### config.mk
export PLATFORM = sky130hd
export DESIGN_NAME = game_flow_signature_classifier
export DESIGN_NICKNAME = d
export VERILOG_FILES = /design/src/hdl/gfsc_pkg.sv /design/src/hdl/gfsc_queue.sv /design/src/hdl/gfsc_front.sv /design/src/hdl/gfsc_back.sv /design/src/hdl/game_flow_signature_classifier.sv
export VERILOG_INCLUDE_DIRS = /design/src /design/src/hdl
export SDC_FILE = /design/constraint.sdc
export NUM_CORES = 1
export LEC_CHECK = 0
export BUFFER_PORTS_ARGS = -buffer_cell sky130_fd_sc_hd__buf_2
export CORE_MARGIN = 2
export CORE_UTILIZATION = 30
export CTS_BUF_LIST = sky130_fd_sc_hd__clkbuf_4
export CTS_CLUSTER_DIAMETER = 60
export DETAILED_ROUTE_END_ITERATION = 7
export GPL_TIMING_DRIVEN = 0
export HOLD_SLACK_MARGIN = 0.05
export PLACE_DENSITY_LB_ADDON = 0.3
export SKIP_CTS_REPAIR_TIMING = 1
export SYNTH_ARGS = -nofsm -noshare
export SYNTH_HDL_FRONTEND = slang
export SYNTH_SLANG_ARGS = --single-unit
### constraint.sdc
create_clock -name clock -period 10 [get_ports clock]
set_input_delay 1 -clock clock [delete_from_list [all_inputs] [get_ports clock]]
set_output_delay 1 -clock clock [all_outputs]
set_load 0.03 [all_outputs]
### src/hdl/assert_macros.svh
// Assertion helpers for the RTL.
`ifndef ASSERT_MACROS_SVH
`define ASSERT_MACROS_SVH

// Check a property on every rising edge, ignored while reset is high.
`define ASSERT_CLK_RST(lbl, clk, rst, prop, msg) \
   lbl: assert property (@(posedge clk) disable iff (rst) (prop)) else $error(msg);

// Check a property on every rising edge, reset included.
`define ASSERT_CLK(lbl, clk, prop, msg) \
   lbl: assert property (@(posedge clk) (prop)) else $error(msg);

`endif

### src/hdl/gfsc_pkg.sv
package gfsc_pkg;

   typedef enum logic [1:0] {
      STAGE_UDP0,
      STAGE_UDP1,
      STAGE_FOUND,
      STAGE_EXCLUDED
   } stage_type;

   typedef enum logic [1:0] {
      VERDICT_UNDECIDED,
      VERDICT_FOUND,
      VERDICT_EXCLUDED
   } verdict_type;

   typedef enum logic [1:0] {
      CLS_EXCLUDE,
      CLS_FOUND,
      CLS_UDP
   } class_type;

   typedef enum logic [1:0] {
      SCAN_SEEK,
      SCAN_GAP,
      SCAN_COMPARE,
      SCAN_DONE
   } scan_type;

   typedef struct packed {
      logic [7:0]  flow_slot;
      logic        is_udp;
      logic [15:0] packet_length;
      logic [7:0]  data_byte;
      logic        first_of_packet;
      logic        last_of_packet;
      logic        new_flow;
   } req_type;

   // Work for the back part: an optional stage clear, then an optional classify.
   typedef struct packed {
      logic [7:0] flow_slot;
      logic       clear;
      logic       classify;
      class_type  cls;
      logic       start_ok;
      logic       port_ok;
   } cmd_type;

   typedef struct packed {
      logic [7:0]  flow_slot;
      verdict_type verdict;
   } rsp_type;

   localparam int CMDQ_DEPTH = 4;
   localparam int RSPQ_DEPTH = 2;

   localparam logic [15:0] HEAD_LEN          = 16'd18;
   localparam logic [15:0] TCP_FIXED_LEN     = 16'd1460;
   localparam logic [15:0] TCP_SCAN_MIN_LEN  = 16'd129;
   localparam logic [15:0] TCP_SCAN_BACK     = 16'd112;
   localparam logic [16:0] TCP_SCAN_SPAN     = 17'd32;
   localparam logic [4:0]  SIG_TCP_LEN       = 5'd18;
   localparam logic [7:0]  SIG_LEAD_BYTE     = 8'hf1;
   localparam logic [15:0] UDP_MIN_LEN       = 16'd48;
   localparam logic [15:0] UDP_LEN_HI_POS    = 16'd2;
   localparam logic [15:0] UDP_LEN_LO_POS    = 16'd3;
   localparam logic [15:0] UDP_START_POS     = 16'd28;
   localparam logic [15:0] UDP_START_END     = 16'd40;
   localparam logic [15:0] UDP_PORT_HI_POS   = 16'd18;
   localparam logic [15:0] UDP_PORT_LO_POS   = 16'd19;
   localparam logic [7:0]  UDP_PORT_HI       = 8'h07;
   localparam logic [7:0]  UDP_PORT_LO       = 8'hd7;

   function automatic logic head_checked(logic [4:0] i);
      return (i <= 5'd5) || (i == 5'd10) || (i == 5'd11) || (i == 5'd16) || (i == 5'd17);
   endfunction

   function automatic logic [7:0] head_byte(logic [4:0] i);
      logic [7:0] b;
      case (i)
         5'd0:    b = 8'hf1;
         5'd1:    b = 8'ha0;
         5'd2:    b = 8'h06;
         5'd3:    b = 8'h01;
         5'd11:   b = 8'h01;
         5'd17:   b = 8'h70;
         default: b = 8'h00;
      endcase
      return b;
   endfunction

   function automatic logic [7:0] sig_tcp_byte(logic [4:0] i);
      logic [7:0] b;
      case (i)
         5'd0:    b = 8'h39;
         5'd1:    b = 8'h33;
         5'd2:    b = 8'h37;
         5'd3:    b = 8'h61;
         5'd4:    b = 8'h61;
         5'd5:    b = 8'h33;
         5'd6:    b = 8'h35;
         5'd7:    b = 8'h30;
         5'd8:    b = 8'h61;
         5'd9:    b = 8'h65;
         5'd10:   b = 8'h30;
         5'd11:   b = 8'h34;
         5'd12:   b = 8'h61;
         5'd13:   b = 8'h62;
         5'd14:   b = 8'h38;
         5'd15:   b = 8'h37;
         5'd16:   b = 8'h36;
         5'd17:   b = 8'h33;
         default: b = 8'h00;
      endcase
      return b;
   endfunction

   function automatic logic [7:0] sig_udp_byte(logic [3:0] i);
      logic [7:0] b;
      case (i)
         4'd0:    b = 8'h73;
         4'd1:    b = 8'h74;
         4'd2:    b = 8'h61;
         4'd3:    b = 8'h72;
         4'd4:    b = 8'h74;
         4'd5:    b = 8'h5f;
         4'd6:    b = 8'h65;
         4'd7:    b = 8'h76;
         4'd8:    b = 8'h65;
         4'd9:    b = 8'h6e;
         4'd10:   b = 8'h74;
         4'd11:   b = 8'h31;
         default: b = 8'h00;
      endcase
      return b;
   endfunction

endpackage

### src/hdl/gfsc_queue.sv
module gfsc_queue
   import gfsc_pkg::*;
#(
   parameter int WIDTH = 8,
   parameter int DEPTH = 4
) (
   input  logic             clock,
   input  logic             reset,
   input  logic             push,
   input  logic [WIDTH-1:0] push_data,
   output logic             full,
   input  logic             pop,
   output logic [WIDTH-1:0] pop_data,
   output logic             empty
);

   localparam int PTR_W = (DEPTH > 1) ? $clog2(DEPTH) : 1;
   localparam int CNT_W = $clog2(DEPTH + 1);
   localparam logic [PTR_W-1:0] LAST_PTR = PTR_W'(DEPTH - 1);

   logic [WIDTH-1:0] store_ff [DEPTH];
   logic [PTR_W-1:0] wr_ptr_ff, wr_ptr_in;
   logic [PTR_W-1:0] rd_ptr_ff, rd_ptr_in;
   logic [CNT_W-1:0] count_ff, count_in;
   logic             do_push, do_pop;

   assign full     = (count_ff == CNT_W'(DEPTH));
   assign empty    = (count_ff == '0);
   assign pop_data = store_ff[rd_ptr_ff];
   assign do_push  = push && !full;
   assign do_pop   = pop && !empty;

   always_comb begin
      wr_ptr_in = wr_ptr_ff;
      rd_ptr_in = rd_ptr_ff;
      count_in  = count_ff;
      if (do_push) begin
         wr_ptr_in = (wr_ptr_ff == LAST_PTR) ? '0 : wr_ptr_ff + 1'b1;
      end
      if (do_pop) begin
         rd_ptr_in = (rd_ptr_ff == LAST_PTR) ? '0 : rd_ptr_ff + 1'b1;
      end
      case ({do_push, do_pop})
         2'b10:   count_in = count_ff + 1'b1;
         2'b01:   count_in = count_ff - 1'b1;
         default: count_in = count_ff;
      endcase
   end

   always_ff @(posedge clock) begin
      if (reset) begin
         wr_ptr_ff <= '0;
         rd_ptr_ff <= '0;
         count_ff  <= '0;
      end else begin
         wr_ptr_ff <= wr_ptr_in;
         rd_ptr_ff <= rd_ptr_in;
         count_ff  <= count_in;
      end
   end

   always_ff @(posedge clock) begin
      if (do_push) begin
         store_ff[wr_ptr_ff] <= push_data;
      end
   end

endmodule

### src/hdl/gfsc_front.sv
module gfsc_front
   import gfsc_pkg::*;
(
   input  logic    clock,
   input  logic    reset,
   input  logic    accept,
   input  req_type req,
   output logic    cmd_push,
   output cmd_type cmd
);

   logic [15:0] pos_ff, pos_in;
   logic        hdr_ok_ff, hdr_ok_in;
   scan_type    phase_ff, phase_in;
   logic [4:0]  sig_idx_ff, sig_idx_in;
   logic        sig_ok_ff, sig_ok_in;
   logic [15:0] udp_len_ff, udp_len_in;
   logic        start_ok_ff, start_ok_in;
   logic        port_ok_ff, port_ok_in;

   logic [15:0] p;
   logic [15:0] scan_start;
   logic        in_window;
   logic [15:0] udp_off;
   logic        count_bad, tcp_found, udp_bad;

   always_comb begin
      // Restart the per-packet evidence on a first byte.
      p           = req.first_of_packet ? '0 : pos_ff;
      hdr_ok_in   = req.first_of_packet ? 1'b1 : hdr_ok_ff;
      phase_in    = req.first_of_packet ? SCAN_SEEK : phase_ff;
      sig_idx_in  = req.first_of_packet ? '0 : sig_idx_ff;
      sig_ok_in   = req.first_of_packet ? 1'b1 : sig_ok_ff;
      udp_len_in  = req.first_of_packet ? '0 : udp_len_ff;
      start_ok_in = req.first_of_packet ? 1'b1 : start_ok_ff;
      port_ok_in  = req.first_of_packet ? 1'b1 : port_ok_ff;

      if (p < HEAD_LEN && head_checked(p[4:0]) && req.data_byte != head_byte(p[4:0])) begin
         hdr_ok_in = 1'b0;
      end
      if (p == '0 && req.data_byte != SIG_LEAD_BYTE) begin
         sig_ok_in = 1'b0;
      end

      scan_start = req.packet_length - TCP_SCAN_BACK;
      in_window  = ({1'b0, p} >= {1'b0, scan_start}) &&
                   ({1'b0, p} < ({1'b0, scan_start} + TCP_SCAN_SPAN));
      if (req.packet_length > TCP_SCAN_MIN_LEN) begin
         case (phase_in)
            SCAN_GAP: begin
               phase_in   = SCAN_COMPARE;
               sig_idx_in = '0;
            end
            SCAN_COMPARE: begin
               if (sig_idx_in < SIG_TCP_LEN && req.data_byte != sig_tcp_byte(sig_idx_in)) begin
                  sig_ok_in = 1'b0;
               end
               sig_idx_in = sig_idx_in + 1'b1;
               if (sig_idx_in >= SIG_TCP_LEN) begin
                  phase_in = SCAN_DONE;
               end
            end
            SCAN_SEEK: begin
               if (in_window && req.data_byte != 8'h00) begin
                  phase_in = SCAN_GAP;
               end
            end
            default: ;
         endcase
      end

      if (p == UDP_LEN_HI_POS || p == UDP_LEN_LO_POS) begin
         udp_len_in = {udp_len_in[7:0], req.data_byte};
      end
      udp_off = p - UDP_START_POS;
      if (p >= UDP_START_POS && p < UDP_START_END &&
          req.data_byte != sig_udp_byte(udp_off[3:0])) begin
         start_ok_in = 1'b0;
      end
      if ((p == UDP_PORT_HI_POS && req.data_byte != UDP_PORT_HI) ||
          (p == UDP_PORT_LO_POS && req.data_byte != UDP_PORT_LO)) begin
         port_ok_in = 1'b0;
      end

      pos_in = (p == 16'hffff) ? p : p + 1'b1;

      // Classify from the evidence including this byte.
      count_bad = (req.packet_length != '0) && (({1'b0, p} + 17'd1) != {1'b0, req.packet_length});
      tcp_found = (req.packet_length == TCP_FIXED_LEN && hdr_ok_in) ||
                  (req.packet_length > TCP_SCAN_MIN_LEN && sig_ok_in && phase_in == SCAN_DONE);
      udp_bad   = (req.packet_length <= UDP_MIN_LEN) || (udp_len_in != req.packet_length);

      cmd.flow_slot = req.flow_slot;
      cmd.clear     = req.first_of_packet && req.new_flow;
      cmd.classify  = req.last_of_packet;
      cmd.start_ok  = start_ok_in;
      cmd.port_ok   = port_ok_in;
      if (count_bad) begin
         cmd.cls = CLS_EXCLUDE;
      end else if (!req.is_udp) begin
         cmd.cls = tcp_found ? CLS_FOUND : CLS_EXCLUDE;
      end else begin
         cmd.cls = udp_bad ? CLS_EXCLUDE : CLS_UDP;
      end
      cmd_push = accept && (cmd.clear || cmd.classify);
   end

   always_ff @(posedge clock) begin
      if (reset) begin
         pos_ff      <= '0;
         hdr_ok_ff   <= 1'b1;
         phase_ff    <= SCAN_SEEK;
         sig_idx_ff  <= '0;
         sig_ok_ff   <= 1'b1;
         udp_len_ff  <= '0;
         start_ok_ff <= 1'b1;
         port_ok_ff  <= 1'b1;
      end else if (accept) begin
         if (req.last_of_packet) begin
            pos_ff      <= '0;
            hdr_ok_ff   <= 1'b1;
            phase_ff    <= SCAN_SEEK;
            sig_idx_ff  <= '0;
            sig_ok_ff   <= 1'b1;
            udp_len_ff  <= '0;
            start_ok_ff <= 1'b1;
            port_ok_ff  <= 1'b1;
         end else begin
            pos_ff      <= pos_in;
            hdr_ok_ff   <= hdr_ok_in;
            phase_ff    <= phase_in;
            sig_idx_ff  <= sig_idx_in;
            sig_ok_ff   <= sig_ok_in;
            udp_len_ff  <= udp_len_in;
            start_ok_ff <= start_ok_in;
            port_ok_ff  <= port_ok_in;
         end
      end
   end

endmodule

### src/hdl/gfsc_back.sv
module gfsc_back
   import gfsc_pkg::*;
#(
   parameter int FLOW_SLOTS = 256
) (
   input  logic    clock,
   input  logic    reset,
   input  logic    cmd_empty,
   input  cmd_type cmd_head,
   output logic    cmd_pop,
   input  logic    rsp_full,
   output logic    rsp_push,
   output rsp_type rsp,
   output logic    clear_busy
);

   localparam int SLOT_W = (FLOW_SLOTS > 1) ? $clog2(FLOW_SLOTS) : 1;
   localparam logic [SLOT_W-1:0] LAST_SLOT = SLOT_W'(FLOW_SLOTS - 1);

   stage_type         stage_mem [FLOW_SLOTS];
   stage_type         rd_stage_ff;
   logic              s2_valid_ff, s2_valid_in;
   cmd_type           s2_cmd_ff;
   logic [SLOT_W-1:0] s2_idx_ff;
   logic              fwd_hit_ff;
   stage_type         fwd_stage_ff;
   logic              busy_ff;
   logic [SLOT_W-1:0] clr_idx_ff;

   logic [SLOT_W-1:0] head_idx;
   logic              s2_fire, s2_we;
   stage_type         cur_stage, new_stage;

   // Wrap the flow index into the store.
   generate
      if (FLOW_SLOTS < 256) begin : g_wrap
         always_comb begin
            logic [15:0] rem;
            rem = 16'(cmd_head.flow_slot);
            for (int i = 7; i >= 0; i--) begin
               if (rem >= (16'(FLOW_SLOTS) << i)) begin
                  rem = rem - (16'(FLOW_SLOTS) << i);
               end
            end
            head_idx = rem[SLOT_W-1:0];
         end
      end else begin : g_direct
         assign head_idx = SLOT_W'(cmd_head.flow_slot);
      end
   endgenerate

   assign clear_busy = busy_ff;
   assign s2_fire    = s2_valid_ff && (!s2_cmd_ff.classify || !rsp_full);
   assign cmd_pop    = !cmd_empty && !busy_ff && (!s2_valid_ff || s2_fire);
   assign s2_we      = s2_fire && (s2_cmd_ff.clear || s2_cmd_ff.classify);
   assign s2_valid_in = cmd_pop || (s2_valid_ff && !s2_fire);

   always_comb begin
      cur_stage = fwd_hit_ff ? fwd_stage_ff : rd_stage_ff;
      if (s2_cmd_ff.clear) begin
         cur_stage = STAGE_UDP0;
      end
      new_stage = cur_stage;
      if (s2_cmd_ff.classify && (cur_stage == STAGE_UDP0 || cur_stage == STAGE_UDP1)) begin
         unique case (s2_cmd_ff.cls)
            CLS_FOUND:   new_stage = STAGE_FOUND;
            CLS_UDP: begin
               if (cur_stage == STAGE_UDP0) begin
                  new_stage = s2_cmd_ff.start_ok ? STAGE_UDP1 : STAGE_UDP0;
               end else begin
                  new_stage = s2_cmd_ff.port_ok ? STAGE_FOUND : STAGE_EXCLUDED;
               end
            end
            default:     new_stage = STAGE_EXCLUDED;
         endcase
      end
      rsp.flow_slot = s2_cmd_ff.flow_slot;
      unique case (new_stage)
         STAGE_FOUND:    rsp.verdict = VERDICT_FOUND;
         STAGE_EXCLUDED: rsp.verdict = VERDICT_EXCLUDED;
         default:        rsp.verdict = VERDICT_UNDECIDED;
      endcase
      rsp_push = s2_fire && s2_cmd_ff.classify;
   end

   always_ff @(posedge clock) begin
      if (reset) begin
         busy_ff     <= 1'b1;
         clr_idx_ff  <= '0;
         s2_valid_ff <= 1'b0;
         fwd_hit_ff  <= 1'b0;
      end else begin
         if (busy_ff) begin
            clr_idx_ff <= clr_idx_ff + 1'b1;
            if (clr_idx_ff == LAST_SLOT) begin
               busy_ff <= 1'b0;
            end
         end
         s2_valid_ff <= s2_valid_in;
         if (cmd_pop) begin
            fwd_hit_ff <= s2_we && (s2_idx_ff == head_idx);
         end
      end
   end

   always_ff @(posedge clock) begin
      if (cmd_pop) begin
         s2_cmd_ff    <= cmd_head;
         s2_idx_ff    <= head_idx;
         fwd_stage_ff <= new_stage;
      end
   end

   // Stage store: one write port (clearing pass or update), one registered read.
   always_ff @(posedge clock) begin
      if (busy_ff) begin
         stage_mem[clr_idx_ff] <= STAGE_UDP0;
      end else if (s2_we) begin
         stage_mem[s2_idx_ff] <= new_stage;
      end
      if (cmd_pop) begin
         rd_stage_ff <= stage_mem[head_idx];
      end
   end

endmodule

### src/hdl/game_flow_signature_classifier.sv
// Game flow signature classifier.
// Input channel (req_*): one payload byte per item with its flow slot, protocol,
// payload length and first/last/new-flow marks. An item is taken on a rising
// edge with req_push high and req_full low, one byte per cycle while it stays low.
// Result channel (rsp_*): one item per packet, issued for the packet's last
// byte, holding the flow slot and the verdict (undecided, found, excluded).
// The oldest result sits on rsp_* while rsp_empty is low; rsp_pop takes it.
// A last byte's result passes the work queue, the back part's read stage and
// the result queue on its way to the result ports. The front part tracks
// per-packet evidence and queues clear/classify work; the back part does a
// read-modify-write on the per-flow stage store, one work item per cycle while
// the result queue has room, forwarding a stage written in the previous cycle to
// the same flow. Reset (synchronous, active high) empties both queues and starts
// a clearing pass over every slot of the stage store; req_full stays high until
// it is done. When the receiver stalls, results collect in the result queue,
// then in the work queue, and req_full rises once that queue fills; nothing
// is dropped.
module game_flow_signature_classifier
   import gfsc_pkg::*;
#(
   parameter int FLOW_SLOTS = 256
) (
   input  logic        clock,
   input  logic        reset,
   input  logic [7:0]  req_flow_slot,
   input  logic        req_is_udp,
   input  logic [15:0] req_packet_length,
   input  logic [7:0]  req_data_byte,
   input  logic        req_first_of_packet,
   input  logic        req_last_of_packet,
   input  logic        req_new_flow,
   input  logic        req_push,
   output logic        req_full,
   output logic [7:0]  rsp_flow_slot_out,
   output logic [1:0]  rsp_verdict,
   output logic        rsp_empty,
   input  logic        rsp_pop
);

`include "assert_macros.svh"

   req_type req;
   logic    accept;
   logic    cmd_push;
   cmd_type cmd_in, cmd_head;
   logic    cmdq_full, cmdq_empty, cmd_pop;
   logic    rspq_full, rsp_push;
   rsp_type rsp_in, rsp_head;
   logic    clear_busy;

   // Pack the input ports in field order.
   assign req = {req_flow_slot, req_is_udp, req_packet_length, req_data_byte,
                 req_first_of_packet, req_last_of_packet, req_new_flow};

   // Hold the input off while the work queue is full or the store is clearing.
   assign req_full = cmdq_full || clear_busy;
   assign accept   = req_push && !req_full;

   gfsc_front u_front (
      .clock    (clock),
      .reset    (reset),
      .accept   (accept),
      .req      (req),
      .cmd_push (cmd_push),
      .cmd      (cmd_in)
   );

   gfsc_queue #(
      .WIDTH ($bits(cmd_type)),
      .DEPTH (CMDQ_DEPTH)
   ) u_cmdq (
      .clock     (clock),
      .reset     (reset),
      .push      (cmd_push),
      .push_data (cmd_in),
      .full      (cmdq_full),
      .pop       (cmd_pop),
      .pop_data  (cmd_head),
      .empty     (cmdq_empty)
   );

   gfsc_back #(
      .FLOW_SLOTS (FLOW_SLOTS)
   ) u_back (
      .clock      (clock),
      .reset      (reset),
      .cmd_empty  (cmdq_empty),
      .cmd_head   (cmd_head),
      .cmd_pop    (cmd_pop),
      .rsp_full   (rspq_full),
      .rsp_push   (rsp_push),
      .rsp        (rsp_in),
      .clear_busy (clear_busy)
   );

   gfsc_queue #(
      .WIDTH ($bits(rsp_type)),
      .DEPTH (RSPQ_DEPTH)
   ) u_rspq (
      .clock     (clock),
      .reset     (reset),
      .push      (rsp_push),
      .push_data (rsp_in),
      .full      (rspq_full),
      .pop       (rsp_pop),
      .pop_data  (rsp_head),
      .empty     (rsp_empty)
   );

   assign rsp_flow_slot_out = rsp_head.flow_slot;
   assign rsp_verdict       = rsp_head.verdict;

   `ASSERT_CLK_RST(a_last_queues_work, clock, reset, (accept && req_last_of_packet) |-> cmd_push, "last byte did not queue a classify")
   `ASSERT_CLK_RST(a_no_overflow, clock, reset, cmd_push |-> !cmdq_full, "work queue overflow")
   `ASSERT_CLK_RST(a_verdict_code, clock, reset, !rsp_empty |-> (rsp_verdict != 2'd3), "bad verdict code")
   `ASSERT_CLK_RST(a_clear_quiet, clock, reset, clear_busy |-> (rsp_empty && cmdq_empty), "work seen during clearing pass")

endmodule
* Word-level counts from Yosys, hierarchy flattened *
Memories as Yosys holds them, arrays and structs flattened. A register that Yosys moved wholly into a read port is not among the register bits.
Index checks and enable logic that the tools add are counted.

operators by class
  add/sub/neg operators = 15
  order comparisons = 10
  eq/ne operators = 39
  mux-type cells = 70
  reductions and logical operators = 65

operators by type and width
  cell                   number
  $mux 16                6
  $pmux 8 s5             1
  $mux 1                 34
  $mux 2                 17
  $eq 16x2->1 const B    2
  $eq 16x5->1 const B    2
  $logic_and 1x1->1      29
  $mux 8                 3
  $ne 8x8->1             3
  $eq 2x2->1 const B     10
  $add 16x1->17 const B  1
  $add 16x6->17 const B  1
  $lt 16x17->1           1
  $ne 17x16->1           1
  $add 16x1->16 const B  1
  $eq 16x11->1 const B   1
  $eq 16x16->1 const B   1
  $ge 16x16->1           1
  $ge 16x5->1 const B    1
  $gt 16x8->1 const B    1
  $le 16x6->1 const B    1
  $logic_not 16->1       1
  $lt 16x5->1 const B    1
  $lt 16x6->1 const B    1
  other kinds (37)       78

storage, ports and cells
  bits in registers = 81
  RAM bits = 588
  memory bits (read-only) = 336
  bits of input ports = 40
  word-level logic and storage cells = 229
  memories = 5

memory list
  memory            depth  bits a word  rd ports  clocked after memory_dff  write ports  RTL line          text
  u_back.stage_mem  256    2            1         1                         1            gfsc_back.sv:20   stage_type stage_mem [FLOW_SLOTS];
  (no name shown)   32     7            1         0                         0            gfsc_pkg.sv:94    case (i)
  (no name shown)   16     7            1         0                         0            gfsc_pkg.sv:120   case (i)
  u_cmdq.store_ff   4      14           1         1                         1            gfsc_queue.sv:21  logic [WIDTH-1:0] store_ff [DEPTH];
  u_rspq.store_ff   2      10           1         1                         1            gfsc_queue.sv:21

* Logic depth before layout (Yosys ltp) *
Gate-level depths: netlist of run 1.

  depth in word-level cells = 15
  gate-level depth with buffers = 19

* By module *
From an unflattened synthesis of run 1, not the netlist that was laid out.

second synthesis, totals
  cells, all modules = 2403
  area total of the unflattened synthesis = 31815.5 sq um

by module, submodules not included
  module                          times used  cells an instance  area an instance (sq um)  seq. area each (sq um)
  gfsc_back                       1           1428               22622.9                   16135.5
  gfsc_front                      1           789                5723.0                    860.8
  gfsc_queue (u_cmdq)             1           127                2513.7                    1861.8
  gfsc_queue (u_rspq)             1           57                 942.2                     700.7
  game_flow_signature_classifier  1           2                  13.8                      0.0

* Worst setup path before layout of run 1 *
OpenSTA, ideal clock, no wires.

  kind = reg2reg
  start point = reg u_rspq.count_ff[0]
  end point = mem u_back.stage_mem[0][0] (netlist bit), data pin
  library setup time = 1392 ps
  arrival time = 7151 ps
  required time = 8608 ps
  path slack = 1458 ps
  cell stages (with the launch flop) = 8
  path buffers = 1
  cell sequence = dfxtp_1 nor2b_1 nand3b_1 inv_1 a31oi_1 or2_2 clkbuf_1 nor2_1

between the ends
  longest elaborated chain between the ends = 10

RTL lines
  item                          RTL line          text
  start: declaration            gfsc_queue.sv:24  logic [CNT_W-1:0] count_ff, count_in;
  start signal: assignment      gfsc_queue.sv:58  count_ff <= count_in;
  $eq 2x2->1                    gfsc_queue.sv:27  assign full = (count_ff == CNT_W'(DEPTH));
  $logic_not 1->1               gfsc_back.sv:53   assign s2_fire = s2_valid_ff && (!s2_cmd_ff.classify || !rsp_full);
  $logic_or 1x1->1              gfsc_back.sv:53
  $logic_and 1x1->1             gfsc_back.sv:53
  $logic_and 1x1->1             gfsc_back.sv:55   assign s2_we = s2_fire && (s2_cmd_ff.clear || s2_cmd_ff.classify);
  $mux 1                        gfsc_back.sv:118  end else if (s2_we) begin
  $mux 1                        gfsc_back.sv:116  if (busy_ff) begin
  $mux 1 (implied by the code)  gfsc_back.sv:119  stage_mem[s2_idx_ff] <= new_stage;
  $reduce_or 2->1 (no line)     --
  $mux 2 (no line)              --
  end: declaration              gfsc_back.sv:20

No other way between the ends.

==> results of run 1 <==
-- cells in the mapped netlist, types with 19 or more instances --
master,n,area (µm²)
nand2_1,360,1350
buf_4,20,150
a311oi_1,43,377
buf_2,52,260
nor3_1,27,135
a211oi_1,112,841
a21oi_1,82,410
a31oi_1,75,469
a22oi_1,31,233
mux2i_1,42,420
xnor2_1,56,490
o21ai_0,62,310
edfxtp_1,606,18200
nor2_1,376,1410
clkbuf_1,111,417
ha_1,61,763
nand2b_1,29,181
dfxtp_1,68,1360
nor2b_1,130,813
nand4_1,19,119
xor2_1,39,342
nand3_1,49,245
inv_1,54,203
-- critical path, stage by stage --
cell       delay [ps]
buf_2             160
buf_2             290
clkbuf_1          460
clkbuf_1          530
clkbuf_1          550
buf_1             520
clkbuf_1          500
nand2b_1          270
inv_1              80
ha_1              210
mux2i_1           130
o2bb2ai_1         150
o41a_1            450
o221ai_1          180
o31a_1            170
a41oi_1           200
nor4_1            390
a32oi_1           170
nor3_1            580
-- power groups by stage --
stage | clock network [mW] | registers, mW | logic [mW]
after floorplan | 0 | 3.09 | 0.0701
after global placement | 0 | 3.09 | 0.123
after detailed placement | 0 | 3.09 | 0.123
after CTS | 2.68 | 3.03 | 0.124
after global routing | 2.83 | 3.03 | 0.134
final | 2.66 | 3.03 | 0.126
-- metrics by stage --
step	instance area [µm²]	hold WS (ps)	setup TNS, ps	setup WS, ps
finish	36400	158	0	3750
global route	36300	95.7	0	3520
CTS	36300	62.7	0	3880
detailed placement	33900	474	0	2750
global placement	33600	476	-3368970	-6630
floorplan	31700	454	0	1460
-- area by class of cell --
cell class / instances / area [µm²] / share of cell area
antenna: 8 / 20.0 / 0.000551
buffer: 194 / 892 / 0.0245
clock buffer: 275 / 2060 / 0.0568
clock inverter: 44 / 399 / 0.0110
inverter: 55 / 206 / 0.00568
multi-input combinational: 1829 / 11000 / 0.303
sequential: 674 / 19600 / 0.538
tap: 1391 / 1740 / 0.0479
timing repair buffer: 50 / 445 / 0.0123
-- sequential cells by signal, indices dropped and copies added, names as in the netlist, 2 cells and up, named ones only --
| name | cells |
|---|---|
| u_rspq.store_ff | 20 |
| u_cmdq.count_ff | 3 |
| u_cmdq.wr_ptr_ff | 2 |
| u_front.sig_idx_ff | 5 |
| u_cmdq.rd_ptr_ff | 2 |
| u_front.pos_ff | 16 |
| u_cmdq.store_ff | 56 |
| u_back.stage_mem | 512 |
| u_back.clr_idx_ff | 8 |
| u_front.udp_len_ff | 16 |
| u_rspq.count_ff | 2 |
| u_back.s2_idx_ff | 8 |
| u_back.fwd_stage_ff | 2 |
| u_front.phase_ff | 2 |
| u_back.s2_cmd_ff | 6 |
| u_back.rd_stage_ff | 2 |
-- routing by layer --
layer  wire, µm  share of wire  track usage
met3      12600           0.11       0.0508
met5         39        0.00033            0
met4       5450          0.045        0.101
met2      54500           0.45        0.340
met1      47200           0.39        0.284
-- cell families after synthesis --
logic type	Yosys count
mux	71
xor+xnor	95
fa+ha+maj	63
flops	674
simple gates	1087
compound gates	513
buf+inv	249
-- worst min-delay path by stage --
stage | to | start
6_report | u_cmdq.store_ff[2][9] | req_flow_slot[3]
5_1_grt | u_cmdq.store_ff[2][9] | req_flow_slot[3]
4_1_cts | u_cmdq.store_ff[1][9] | req_flow_slot[3]
3_5_place_dp | u_front.phase_ff[1] | u_front.phase_ff[1]
3_3_place_gp | u_front.pos_ff[12] | u_front.pos_ff[12]
2_1_floorplan | u_front.pos_ff[8] | u_front.pos_ff[8]
==> metrics.md, run 1 <==
| Metric | Value |
|---|---|
| Synth Net Count | `2854` |
| Status | `finished clean` |
| Area share of fa/ha/maj cells after synthesis | `0.0251` |
| Internal | `4.50 mW` |
| Minimum clock period after layout | `6250 ps` |
| CTS root buffer | `clkbuf_4` |
| Die width | `329 µm` |
| Synth Cell Area | `~32000 µm²` |
| Largest family of logic cells by synthesized area | `simple AND/OR/NAND/NOR gates` |
| Number of I/O pins | `52` |
| Post-synth EDFFs | `606` |
| Setup-failing EPs final | `0` |
| CP max FO | `10` |
| WP data arrival | `7030 ps` |
| Flop-to-flop setup slack | `4820 ps` |
| RSZ-0062 raised after global routing | `false` |
| Total grt overflow | `0` |
| FFs w/ async S/R, synth | `0` |
| Crit path required time | `between 10000 and 15000 ps` |
| Hold Path Depth | `1` |
| R2R cell count | `12` |
| TritonRoute pass-1 iters | `7` |
| RePlAce Congestion | `0.931` |
| Synthesized flop and latch total | `slightly below 700` |
| Initial antenna violation count | `9` |
| FILL cells | `10591` |
| Combinational Power Share | `0.022` |
| Ys Warns | `0` |
| Worst vdd rail ir drop | `just under 0.09 mV` |
| Max-cap violation count | `0` |
| Least-Margin Pin Slew | `1460 ps` |
| Tcrit/Tclk final | `0.625` |
| Synth Area in Simple Gates | `0.156` |
| Post-synthesis xor/xnor area fraction | `0.0263` |
| Non-Filler Instances | `4520` |
| Utilization after layout | `0.346` |
| Antenna Nets Post-Route | `0` |
| Max-slew headroom | `0.0264` |
| Synth Instances | `roughly 2800` |
| Worst setup path class | `primary input to flip-flop` |
| Pwr Total | `5.82 mW` |
| Final hold viol count | `0` |
| TritonCTS buffer count | `about 180` |
| Peak Freq | `~160 MHz` |
| Routed length per instance | `26.5 µm` |
| Layout cells sized above 1 | `0.148` |
| Synth unique cells | `just under 80` |
| Synth Area in Compound Gates | `0.112` |
| First element of the critical path | `req_first_of_packet` |
| Vias in the first global route | `23408` |
| # rows | `119` |
| Pleak | `11.7 nW` |
| Largest net degree at the start of global routing | `44` |
| Placeable Area | `between 100000 and 150000 µm²` |
| First DRT Iteration DRCs | `3790` |
| Reg power frac | `0.521` |
| Clk Latency, worst-skew pair | `1130 ps` |
| Max-slew violation count | `0` |
| Switching Share | `0.227` |
| Port Buf Inserts | `36` |
| Initial Utilization | `0.302` |
| Wire length after detailed routing | `120000 µm` |
| Mapped Avg Cell Area | `11.5 µm²` |
| Via density per instance | `5.50` |
| Most common cell after layout, fill and taps aside | `edfxtp_1` |
| CTS tree | `done` |
| Post-synth top flop | `edfxtp_1` |
| Critical Path End | `u_cmdq.store_ff[2][2]` |
| CTS Buffer Depth | `3` |
| Clk slew on worst S/H paths | `70 ps` |
| Worst Setup End Kind | `flip-flop` |
| Most frequent cells in the layout | `edfxtp_1 (606), nor2_1 (374), nand2_1 (360)` |
| Synthesis-to-layout area growth | `14.8%` |
| H-tree levels | `4` |
| Mux cell area share after synthesis | `0.0287` |
| First-pass GRT wire length | `168000 µm` |
| PD cells | `160 nW/µm²` |
| Clock share of power | `0.457` |
| Via count of the routed design | `around 25000` |
| Final net count | `3089` |
| Worst reg2reg path endpoint | `u_back.rd_stage_ff[1]` |
| Placed Cells | `4192` |
| DR DRC count | `0` |
| DPL Wire Length | `78900 µm` |
| Worst hold-check path type | `primary input to flip-flop` |
| Clock Skew | `113 ps` |
| Die ar. | `108000 µm²` |
| Startpoint types | `primary input` |
| Register area share after synthesis | `0.618` |
| Total GRT Usage | `0.217` |
| CTS Sinks | `between 600 and 700` |
| Net Sw Power | `1.32 mW` |
| Die height | `~330 µm` |
Note: power is estimated with default switching activity, not from simulation.
==> run 2: changes to the inputs <==
Clock period 10 ns to 6.47 ns, I/O delays scaled along.
==> metrics.md, run 2 (same netlist as run 1, synthesis figures left out) <==
| Metric | Value |
|---|---|
| PD cells | `247 nW/µm² (+54%)` |
| RSZ-0062 raised after global routing | `false` |
| CTS Buffer Depth | `3 (unchanged)` |
| Total GRT Usage | `0.217 (unchanged)` |
| Via density per instance | `5.49 (-0.34%)` |
| CP max FO | `10 (unchanged)` |
| Via count of the routed design | `24851 (-0.12%)` |
| Register with the most flip-flops | `u_back.stage_mem` |
| Max-cap violation count | `1 (+1)` |
| Clock Skew | `112 ps (-0.833 ps)` |
| Vias in the first global route | `23408 (unchanged)` |
| Die ar. | `108000 µm² (unchanged)` |
| Final instance area | `36500 µm² (+0.30%)` |
| # rows | `119 (unchanged)` |
| FILL cells | `10591 (unchanged)` |
| Layout cells sized above 1 | `0.148 (-0.000521)` |
| TritonCTS buffer count | `183 (unchanged)` |
| Clk slew on worst S/H paths | `50 ps (-20 ps)` |
| Largest net degree at the start of global routing | `44 (unchanged)` |
| H-tree levels | `4 (unchanged)` |
| CTS Sinks | `674 (unchanged)` |
| Worst vdd rail ir drop | `0.134 mV (+53%)` |
| Net Sw Power | `2.03 mW (+54%)` |
| Failing checks | `capacitance limit, slew limit` |
| Internal | `6.96 mW (+55%)` |
| Least-Margin Pin Slew | `1510 ps (+53.5 ps)` |
| Die height | `329 µm (unchanged)` |
| Minimum clock period after layout | `between 5000 and 6000 ps` |
| DR DRC count | `0 (unchanged)` |
| Startpoint types | `primary input` |
| Total grt overflow | `0 (unchanged)` |
| CTS root buffer | `clkbuf_4` |
| WP data arrival | `6760 ps (-270 ps)` |
| Tcrit/Tclk final | `0.926` |
| Pleak | `11.8 nW (+0.74%)` |
| Most common cell after layout, fill and taps aside | `edfxtp_1` |
| Wire length after detailed routing | `120000 µm (about the same)` |
| Clock share of power | `0.457 (about the same)` |
| Final net count | `3100 (+0.36%)` |
| Routed length per instance | `26.4 µm (-0.28%)` |
| Initial antenna violation count | `6 (-3)` |
| TritonRoute pass-1 iters | `7 (unchanged)` |
| Sequential Area | `19600 µm² (unchanged)` |
| Die width | `329 µm (unchanged)` |
| Hold Path Depth | `4 (+3)` |
| Switching Share | `0.226 (-0.000371)` |
| Area of placed instances | `33900 µm² (unchanged)` |
| Reg power frac | `0.521 (about the same)` |
| Peak Freq | `167 MHz` |
| Status | `finished, violations left` |
| Worst Setup End Kind | `flip-flop` |
| Clk Latency, worst-skew pair | `1130 ps (about the same)` |
| Final hold viol count | `0 (unchanged)` |
| Area occupied by multi-input gates | `11000 µm² (unchanged)` |
| Top flop regs | `u_back.stage_mem x512, u_cmdq.store_ff x56, u_rspq.store_ff x20` |
| Max-slew violation count | `11 (+11)` |
| Setup-failing EPs final | `0 (unchanged)` |
| Crit path required time | `7240 ps (-3530 ps)` |
| Synthesis-to-layout area growth | `15.1%` |
| CTS tree | `done` |
| Number of I/O pins | `52 (unchanged)` |
| Total negative slack | `0 ps (unchanged)` |
| DPL Wire Length | `78900 µm (unchanged)` |
| Most frequent cells in the layout | `edfxtp_1 (606), nor2_1 (374), nand2_1 (360)` |
| Max-slew headroom | `-0.00929 (-0.0357)` |
| First DRT Iteration DRCs | `3836 (+1.2%)` |
| Port Buf Inserts | `36 (unchanged)` |
| Placeable Area | `105000 µm² (unchanged)` |
| Worst setup path class | `primary input to flip-flop` |
| Worst hold-check path type | `primary input to flip-flop` |
| Initial Utilization | `0.302 (unchanged)` |
| First-pass GRT wire length | `168000 µm (unchanged)` |
| Antenna Nets Post-Route | `0 (unchanged)` |
| Combinational Power Share | `0.022 (about the same)` |
| Max reg flops | `512 (unchanged)` |
| RePlAce Congestion | `0.931 (unchanged)` |
| R2R cell count | `12 (unchanged)` |
==> run 2: per-layer routing <==
metal	global-route usage	routed length, µm	vias to the layer above
li1	-	-	10735
met1	0.284	47300	12194
met2	0.340	54400	1595
met3	0.0508	12600	323
met4	0.101	5430	4
met5	0	23	-
==> run 2: cell type report <==
class	count	area share
Tap cell	1391	0.0477
Multi-Input combinational cell	1829	0.302
Antenna cell	7	0.000480
Timing Repair Buffer	61	0.0152
Inverter	55	0.00566
Buffer	194	0.0245
Clock buffer	275	0.0566
Clock inverter	44	0.0109
Sequential cell	674	0.536
==> run 2: metrics by stage <==
step / worst slack [ps] / instances / hold slack [ps] / util / power [mW]
6_report: 478 / 4530 / 98.5 / 0.347 / 8.99
5_1_grt: 344 / 4529 / 50.0 / 0.347 / 9.26
4_1_cts: 702 / 4511 / -290 / 0.346 / 9.02
3_5_place_dp: -428 / 4192 / 474 / 0.323 / 4.97
3_3_place_gp: -10160 / 4179 / 476 / 0.320 / 4.97
2_1_floorplan: -2070 / 2752 / 454 / - / 4.89
==> run 2: final timing paths <==
path / from / end / slack [ps]
hold / removal: rsp_pop / flip-flop / 100
hold reg to reg: u_front.pos_ff[12] / u_front.pos_ff[12] / 490
setup / recovery: req_first_of_packet / u_cmdq.store_ff[2][2] / 480
setup reg to reg: flip-flop / u_back.rd_stage_ff[1] / 1270
==> run 2: power groups by stage <==
stage | combinational (mW) | sequential (mW) | clock (mW)
6_report | 0.201 | 4.68 | 4.10
5_1_grt | 0.214 | 4.68 | 4.37
4_1_cts | 0.191 | 4.68 | 4.14
3_5_place_dp | 0.191 | 4.78 | 0
3_3_place_gp | 0.191 | 4.78 | 0
2_1_floorplan | 0.108 | 4.78 | 0
==> run 2: critical path, stage by stage <==
cell and delay, ps:
buf_2 160, buf_2 300, clkbuf_1 460, clkbuf_1 540, clkbuf_1 570, buf_1 520
clkbuf_1 500, nand2b_1 280, inv_1 80, ha_1 210, mux2i_1 130, o2bb2ai_1 160
o41a_1 450, o221ai_1 180, o31a_1 170, a41oi_1 210, nor4_1 410, a32oi_1 180
nor3_1 580
